[config.mk]
export PLATFORM = sky130hd
export DESIGN_NAME = btpc_front_flat
export DESIGN_NICKNAME = d
export VERILOG_FILES = /design/src/rtl/core/btpc_pkg.sv /design/src/rtl/core/btpc_if.sv /design/src/rtl/core/btpc_front.sv /design/src/flat_wrapper.sv
export SDC_FILE = /design/constraint.sdc
export NUM_CORES = 1
export LEC_CHECK = 0
export BUFFER_PORTS_ARGS = -buffer_cell sky130_fd_sc_hd__buf_2
export CORE_UTILIZATION = 48
export CTS_BUF_LIST = sky130_fd_sc_hd__clkbuf_8
export DETAILED_ROUTE_END_ITERATION = 6
export GPL_TIMING_DRIVEN = 0
export PLACE_DENSITY = 0.76
export SLEW_MARGIN = 40
export SYNTH_ARGS = -nofsm -noshare
export SYNTH_HDL_FRONTEND = slang
export SYNTH_SLANG_ARGS = --single-unit
[constraint.sdc]
create_clock -name clk -period 2.2 [get_ports clk]
set_clock_uncertainty 0.05 [all_clocks]
set_input_delay 0.22 -clock clk [delete_from_list [all_inputs] [get_ports clk]]
set_output_delay 0.22 -clock clk [all_outputs]
set_load 0.01 [all_outputs]
[src/rtl/core/btpc_pkg.sv]
// Shared types, constants and helpers for the barometric compensation block.
// No dependencies; every other file imports this package.
`default_nettype none
package btpc_pkg;

  localparam int unsigned CalW   = 48;
  localparam int unsigned AdcW   = 20;
  localparam int unsigned TempW  = 15;
  localparam int unsigned PressW = 25;

  // configuration register indexes
  localparam logic [1:0] REG_TEMP_CAL  = 2'd0;
  localparam logic [1:0] REG_PRESS_LOW = 2'd1;
  localparam logic [1:0] REG_PRESS_MID = 2'd2;
  localparam logic [1:0] REG_PRESS_HIGH = 2'd3;

  localparam logic signed [63:0] TEMP_MIN = -64'sd4000;
  localparam logic signed [63:0] TEMP_MAX = 64'sd8500;
  localparam logic [63:0] PRESS_MAX = 64'd33554431;

  // calibration words
  typedef struct packed {
    logic [15:0] t1, t2, t3;
    logic [15:0] p1, p2, p3, p4, p5, p6, p7, p8, p9;
  } btpc_cal_t;

  // sign-extend a 16-bit calibration word
  function automatic logic [63:0] sx16(input logic [15:0] w);
    sx16 = {{48{w[15]}}, w};
  endfunction

  // zero-extend a 16-bit calibration word
  function automatic logic [63:0] zx16(input logic [15:0] w);
    zx16 = {48'd0, w};
  endfunction

endpackage
`default_nettype wire

[src/rtl/core/btpc_if.sv]
// Valid/ready channel interfaces for raw sensor words and result words.
// Depends on btpc_pkg for field widths.
`default_nettype none
interface btpc_in_if import btpc_pkg::*; ();
  logic       valid;
  logic       ready;
  logic [7:0] t_hi_byte;
  logic [7:0] t_mid_byte;
  logic [7:0] t_lo_byte;
  logic [7:0] press_msb;
  logic [7:0] press_lsb;
  logic [7:0] press_xlsb;
  modport source (output valid, t_hi_byte, t_mid_byte, t_lo_byte,
                  press_msb, press_lsb, press_xlsb, input ready);
  modport sink (input valid, t_hi_byte, t_mid_byte, t_lo_byte,
                press_msb, press_lsb, press_xlsb, output ready);
endinterface

`default_nettype wire

[src/rtl/core/btpc_front.sv]
// Front end: accepts raw sensor words, assembles the 20-bit readings and
// queues them (two entries) for the back end. Depends on btpc_pkg, btpc_if.
`default_nettype none
module btpc_front import btpc_pkg::*; (
  input  wire logic            clk,
  input  wire logic            rst_n,
  btpc_in_if.sink              in_ch,
  output logic                 q_valid,
  output logic [AdcW-1:0]      q_adc_t,
  output logic [AdcW-1:0]      q_adc_p,
  input  wire logic            q_pop
);

  logic [AdcW-1:0] adc_t_mem [2];
  logic [AdcW-1:0] adc_p_mem [2];
  logic            wr_ptr_r, wr_ptr_nxt;
  logic            rd_ptr_r, rd_ptr_nxt;
  logic [1:0]      count_r, count_nxt;
  logic            push;
  logic            pop;

  assign in_ch.ready = (count_r != 2'd2);
  assign push        = in_ch.valid & in_ch.ready;
  assign pop         = q_pop & q_valid;

  assign q_valid = (count_r != 2'd0);
  assign q_adc_t = adc_t_mem[rd_ptr_r];
  assign q_adc_p = adc_p_mem[rd_ptr_r];

  // pointer and fill count
  always_comb begin
    wr_ptr_nxt = wr_ptr_r ^ push;
    rd_ptr_nxt = rd_ptr_r ^ pop;
    count_nxt  = count_r + {1'b0, push} - {1'b0, pop};
  end

  always_ff @(posedge clk) begin
    if (!rst_n) begin
      wr_ptr_r <= 1'b0;
      rd_ptr_r <= 1'b0;
      count_r  <= 2'd0;
    end else begin
      wr_ptr_r <= wr_ptr_nxt;
      rd_ptr_r <= rd_ptr_nxt;
      count_r  <= count_nxt;
    end
  end

  // assemble readings: msb, lsb, upper nibble of xlsb
  always_ff @(posedge clk) begin
    if (push) begin
      adc_t_mem[wr_ptr_r] <= {in_ch.t_hi_byte, in_ch.t_mid_byte, in_ch.t_lo_byte[7:4]};
      adc_p_mem[wr_ptr_r] <= {in_ch.press_msb, in_ch.press_lsb, in_ch.press_xlsb[7:4]};
    end
  end

endmodule
`default_nettype wire

[src/flat_wrapper.sv]
// flat-port wrapper written by rule: the top's interface ports become plain ports
module btpc_front_flat import btpc_pkg::*;
  (clk, rst_n, q_valid, q_adc_t, q_adc_p, q_pop, in_ch_valid, in_ch_t_hi_byte, in_ch_t_mid_byte, in_ch_t_lo_byte, in_ch_press_msb, in_ch_press_lsb, in_ch_press_xlsb, in_ch_ready);
  btpc_in_if in_ch_i ();
  input  wire logic clk;
  input  wire logic rst_n;
  output logic q_valid;
  output logic [AdcW-1:0] q_adc_t;
  output logic [AdcW-1:0] q_adc_p;
  input  wire logic q_pop;
  input wire logic [$bits(in_ch_i.valid)-1:0] in_ch_valid;
  input wire logic [$bits(in_ch_i.t_hi_byte)-1:0] in_ch_t_hi_byte;
  input wire logic [$bits(in_ch_i.t_mid_byte)-1:0] in_ch_t_mid_byte;
  input wire logic [$bits(in_ch_i.t_lo_byte)-1:0] in_ch_t_lo_byte;
  input wire logic [$bits(in_ch_i.press_msb)-1:0] in_ch_press_msb;
  input wire logic [$bits(in_ch_i.press_lsb)-1:0] in_ch_press_lsb;
  input wire logic [$bits(in_ch_i.press_xlsb)-1:0] in_ch_press_xlsb;
  output wire logic [$bits(in_ch_i.ready)-1:0] in_ch_ready;
  assign in_ch_i.valid = in_ch_valid;
  assign in_ch_i.t_hi_byte = in_ch_t_hi_byte;
  assign in_ch_i.t_mid_byte = in_ch_t_mid_byte;
  assign in_ch_i.t_lo_byte = in_ch_t_lo_byte;
  assign in_ch_i.press_msb = in_ch_press_msb;
  assign in_ch_i.press_lsb = in_ch_press_lsb;
  assign in_ch_i.press_xlsb = in_ch_press_xlsb;
  assign in_ch_ready = in_ch_i.ready;
  btpc_front u_core (.clk(clk), .rst_n(rst_n), .in_ch(in_ch_i), .q_valid(q_valid), .q_adc_t(q_adc_t), .q_adc_p(q_adc_p), .q_pop(q_pop));
endmodule
* Yosys cells after proc, flatten, opt, wreduce, memory -nomap -nowiden
Memory sizes are Yosys's and may differ from the RTL's. A register that Yosys moved wholly into a read port is not among the register bits.
Index checks and enable logic that the tools add are counted.
** Word-level totals
- Bits of input ports :: 52
- Logic and storage cells :: 17
- Output and inout port bits :: 42
- RAM bits :: 80
- Register bits :: 4
- Memories kept :: 2
** Operators by class
- Reduce and logical (&&, ||, !) cells :: 1
- $add $sub $neg :: 2
- Muxes and demuxes :: 4
- Bitwise gates (word level) :: 4
- Equal/unequal tests :: 1
** Memories
- u_core.adc_p_mem :: depth 2, width 20, rd ports 1, clocked after Yosys merged registers in 1, wr ports 1, RTL line btpc_front.sv:15 : logic [AdcW-1:0] adc_p_mem [2];
- u_core.adc_t_mem :: depth 2, width 20, rd ports 1, clocked after Yosys merged registers in 1, wr ports 1, RTL line btpc_front.sv:14 : logic [AdcW-1:0] adc_t_mem [2];
** Operators with widths (number)
- $mux W1 :: 4
- $add A2 B1 Y2 :: 1
- $and A1 B1 Y1 :: 2
- $ne A2 B2 Y1 const B :: 1
- $reduce_bool A2 Y1 :: 1
- $sub A2 B1 Y2 :: 1
- $xor A1 B1 Y1 :: 2

* Longest topological paths before layout
- Word-level depth :: 4
- Mapped depth :: 6
- Mapped depth without buffers :: 6

* Worst setup path after synthesis
No wires, ideal clock.
- Path kind :: reg-to-reg
- From :: reg u_core.count_r[1]
- To :: mem u_core.adc_p_mem[1][0] (enable)
- Arrival time :: 1.707 ns
- Data required time :: 1.749 ns
- Period minus slack after synthesis :: 2.158 ns
- Buffers on the path :: 0
- Slack :: 0.042 ns
- Library setup time :: 0.401 ns
- Cell stages (with the launch flop) :: 4
- Path through :: dfxtp_1 > or2b_1 > and2_1 > ha_1
** On the way
- Longest elaborated chain between the ends :: 4
** RTL lines
- start, declared :: RTL line btpc_front.sv:18 : logic [1:0] count_r, count_nxt;
- start signal, assigned :: RTL line btpc_front.sv:45 : count_r <= count_nxt;
- $ne A2 B2 Y1 :: RTL line btpc_front.sv:22 : assign in_ch.ready = (count_r != 2'd2);
- via in_ch_ready :: RTL line flat_wrapper.sv:18 : output wire logic [$bits(in_ch_i.ready)-1:0] in_ch_ready;
- $and A1 B1 Y1 :: RTL line btpc_front.sv:23 : assign push = in_ch.valid & in_ch.ready;
- $mux W1 :: RTL line btpc_front.sv:51 : if (push) begin
- $mux W1 (implied by the code) :: RTL line btpc_front.sv:53 : adc_p_mem[wr_ptr_r] <= {in_ch.press_msb, in_ch.press_lsb, in_ch.press_xlsb[7:4]};
- end, declared :: RTL line btpc_front.sv:15
The timed path passes the listed nets, and every way through them passes these cells.

==> flow_metrics.tcl <==
set metrics [dict create \
    drc 0 \
    post-cts-setup-buffers 0 \
    die_h_um 83.0 \
    top_layer_used "met4" \
    grt_first_pass_wirelength_um 8290 \
    syn_inst 148 \
    clk_pin_slew_ns 0.08 \
    insertion_delay_ns 0.33 \
    firstDrtPassIters 4 \
    maxCapViolCount 0 \
    endpoint_kind "output port" \
    antenna_left 0 \
    start_kind "flop" \
    tightest_slew_ns 0.325 \
    p_comb_frac 0.271 \
    setup_viol 0 \
    hold_viol_final 0 \
    clockBufferDepth 2 \
    grt_max_degree 27 \
    n_antenna_cell 0 \
    slowest_delay_ns 0.42 \
    grt_pass1_vias 1717 \
    hold_class "in2reg" \
    nNetsFinal 314 \
    hold_start "in_ch_t_hi_byte[4]" \
    wl_met3_um 220 \
    reg2reg_depth 4 \
    internal_power_mw 3.33 \
    path_buf_inv 2 \
    synth-seq-cells 85 \
    p_sw_mw 1.17 \
    drive_gt1_frac 0.563 \
    dp_hpwl_um 3450 \
    die_x_um 83.0 \
    die_area_um2 6880 \
    overflow 0 \
    start_util 0.495 \
    areaGrowthSynthToFinish_pct 29.2 \
    rows 29 \
    routed_wl_um 5160 \
    fmax_mhz 566 \
    drt_iter0_drc 73 \
    critPathArrivalTime_ns 1.50 \
    hold_ws_ns 0.0205 \
    place.gp.congestion 0.666 \
    rsz0062_at_grt "false" \
    pwr_density_cell_nw_per_um2 1110 \
    met2_length_um 2680 \
    crit_chain "buf_4, mux2_2, buf_2" \
    maxSlewViolCount 0 \
    path_max_fanout 10 \
    path_delay_family "flip-flops" \
    utilization 0.640 \
    rr_endpoint "u_core.adc_p_mem[0][3]" \
    postSynthAreaPerCell_um2 21.3 \
    tritoncts "built" \
    clockRootBuffer "clkbuf_8" \
    m1WireLength_um 2190 \
    p_leak_nw 1.55 \
    syn-cell-area_um2 3150 \
    switching_share 0.261 \
    io_buffer_count 85 \
    required_ns 1.93 \
    peakVddDrop_v 0.000609 \
    finalCritPeriodShare 0.803 \
    cts_max_level 3 \
    holdPathEnd "u_core.adc_t_mem[1][16]" \
    coreArea_um2 6350 \
    grt_antenna_before_repair 0 \
    placed_cells 312 \
    synth_nets 204 \
    ys.warnings.count 0 \
    crit_path_top_delay_cell "dfxtp_1" \
    status "finished clean" \
    r2r_setup_slack_ns 0.51 \
    p_clk_frac 0.250 \
    regToRegStartpoint "u_core.count_r[1]" \
    synth.distinct_cells 16 \
    pin_count 94 \
    wl_per_cell_um 15.2 \
    grt.total_usage 0.160 \
    fin_cells 340 \
    slew_headroom 0.783 \
    vias_per_cell 4.82 \
    numCtsBuffers 9 \
    ys_seq_area_frac 0.796 \
    min_period_ns 1.77 \
    crit_type "reg2out" \
    power_frac_seq 0.479 \
    cts_num_sinks 85 \
    vias 1640 \
    whs_path_depth 1 \
]
## cells by family (layout without fill, tap and decap cells)
kind of cell | after synthesis | after routing | share of synthesized area
mux | 42 | 42 | 0.150
compound gates | 1 | 1 | 0.00239
xor+xnor | 1 | 1 | 0.00716
fa+ha+maj | 4 | 4 | 0.0159
flops | 85 | 85 | 0.796
buf+inv | 7 | 122 | 0.0131
simple gates | 8 | 8 | 0.0163
## layout make-up
| type | instances | area, um2 |
|---|---|---|
| plain buffers | 4 | 30.0 |
| fillers | 481 | 2280 |
| flip-flops and latches | 85 | 2500 |
| clock buffers | 9 | 124 |
| clock inverters | 7 | 81.3 |
| inverters | 3 | 11.3 |
| multi-input cells | 56 | 627 |
| well taps | 77 | 96.3 |
| repair buffers | 99 | 593 |
## through the flow
stage	setup slack (ns)	area (um2)	TNS (ns)	total power, mW
6_report	0.434	4070	0	4.50
2_1_floorplan	0.0415	3150	0	2.92
3_5_place_dp	0.474	3740	0	3.42
4_1_cts	0.375	4050	0	4.56
5_1_grt	0.345	4070	0	4.72
3_3_place_gp	-0.478	3670	-38.12	3.32
## power by group through the flow
| stage | clock, mW | sequential [mW] | combinational [mW] |
|---|---|---|---|
| floorplan | 0 | 2.17 | 0.755 |
| global placement | 0 | 2.19 | 1.14 |
| detailed placement | 0 | 2.19 | 1.23 |
| CTS | 1.16 | 2.16 | 1.25 |
| global route | 1.23 | 2.18 | 1.31 |
| finish | 1.12 | 2.15 | 1.22 |
## state kept, by name, summed over array words and instances, names as in the netlist, named ones only
register,cells
u_core.rd_ptr_r,1
u_core.adc_p_mem,40
u_core.wr_ptr_r,1
u_core.adc_t_mem,40
u_core.count_r,2
## placed cells by master, fill, tap and decap left out, types with 2 or more instances in the layout
master / n
and2_1: 2
buf_2: 85
buf_4: 4
bufinv_16: 2
clkbuf_8: 9
clkinv_1: 2
clkinv_2: 2
dfxtp_1: 5
dlygate4sd3_1: 12
edfxtp_1: 80
ha_1: 2
ha_4: 2
inv_1: 4
mux2_2: 40
mux2i_1: 2
## worst register-to-register path, cell delays in order, from the launching register on
cell,delay (ns)
dfxtp_1,0.33
or2b_1,0.16
and2_1,0.25
ha_4,0.38
buf_16,0.22
## layer usage
metal,up-vias,GRT usage
met5,-,0
li1,789,-
met2,47,0.268
met3,7,0.0417
met4,0,0.0799
met1,797,0.192
## cells in the mapped netlist
cell	n	area, um2
nor2b_1	1	6.26
nand2_1	1	3.75
or2b_1	1	7.51
edfxtp_1	80	2400
inv_1	3	11.3
and2_1	2	12.5
nand2b_1	1	6.26
or2_2	1	6.26
ha_1	4	50.1
nor2b_2	1	8.76
xnor3_1	1	22.5
mux2i_1	2	20.0
dfxtp_1	5	100
mux2_2	40	450
o21a_1	1	7.51
buf_4	4	30.0
## worst max path at each step
stage | from | end | slack, ns | depth (start not counted)
2_1_floorplan | u_core.count_r[1] | u_core.adc_p_mem[1][0] | 0.04 | 3
3_3_place_gp | u_core.count_r[1] | u_core.adc_p_mem[1][0] | -0.48 | 3
3_5_place_dp | u_core.count_r[1] | u_core.adc_t_mem[0][1] | 0.47 | 4
4_1_cts | flop | q_adc_p[13] | 0.38 | 3
5_1_grt | flop | q_adc_p[13] | 0.35 | 3
6_report | flop | q_adc_p[13] | 0.43 | 3
## timing repair
item / 4_1_cts / 5_1_grt
hold buffers: 10 / 2
hold endpoints to repair: 19 / 3
gates resized for setup: 0 / 0
No activity file was read; power rests on OpenSTA's default activity.
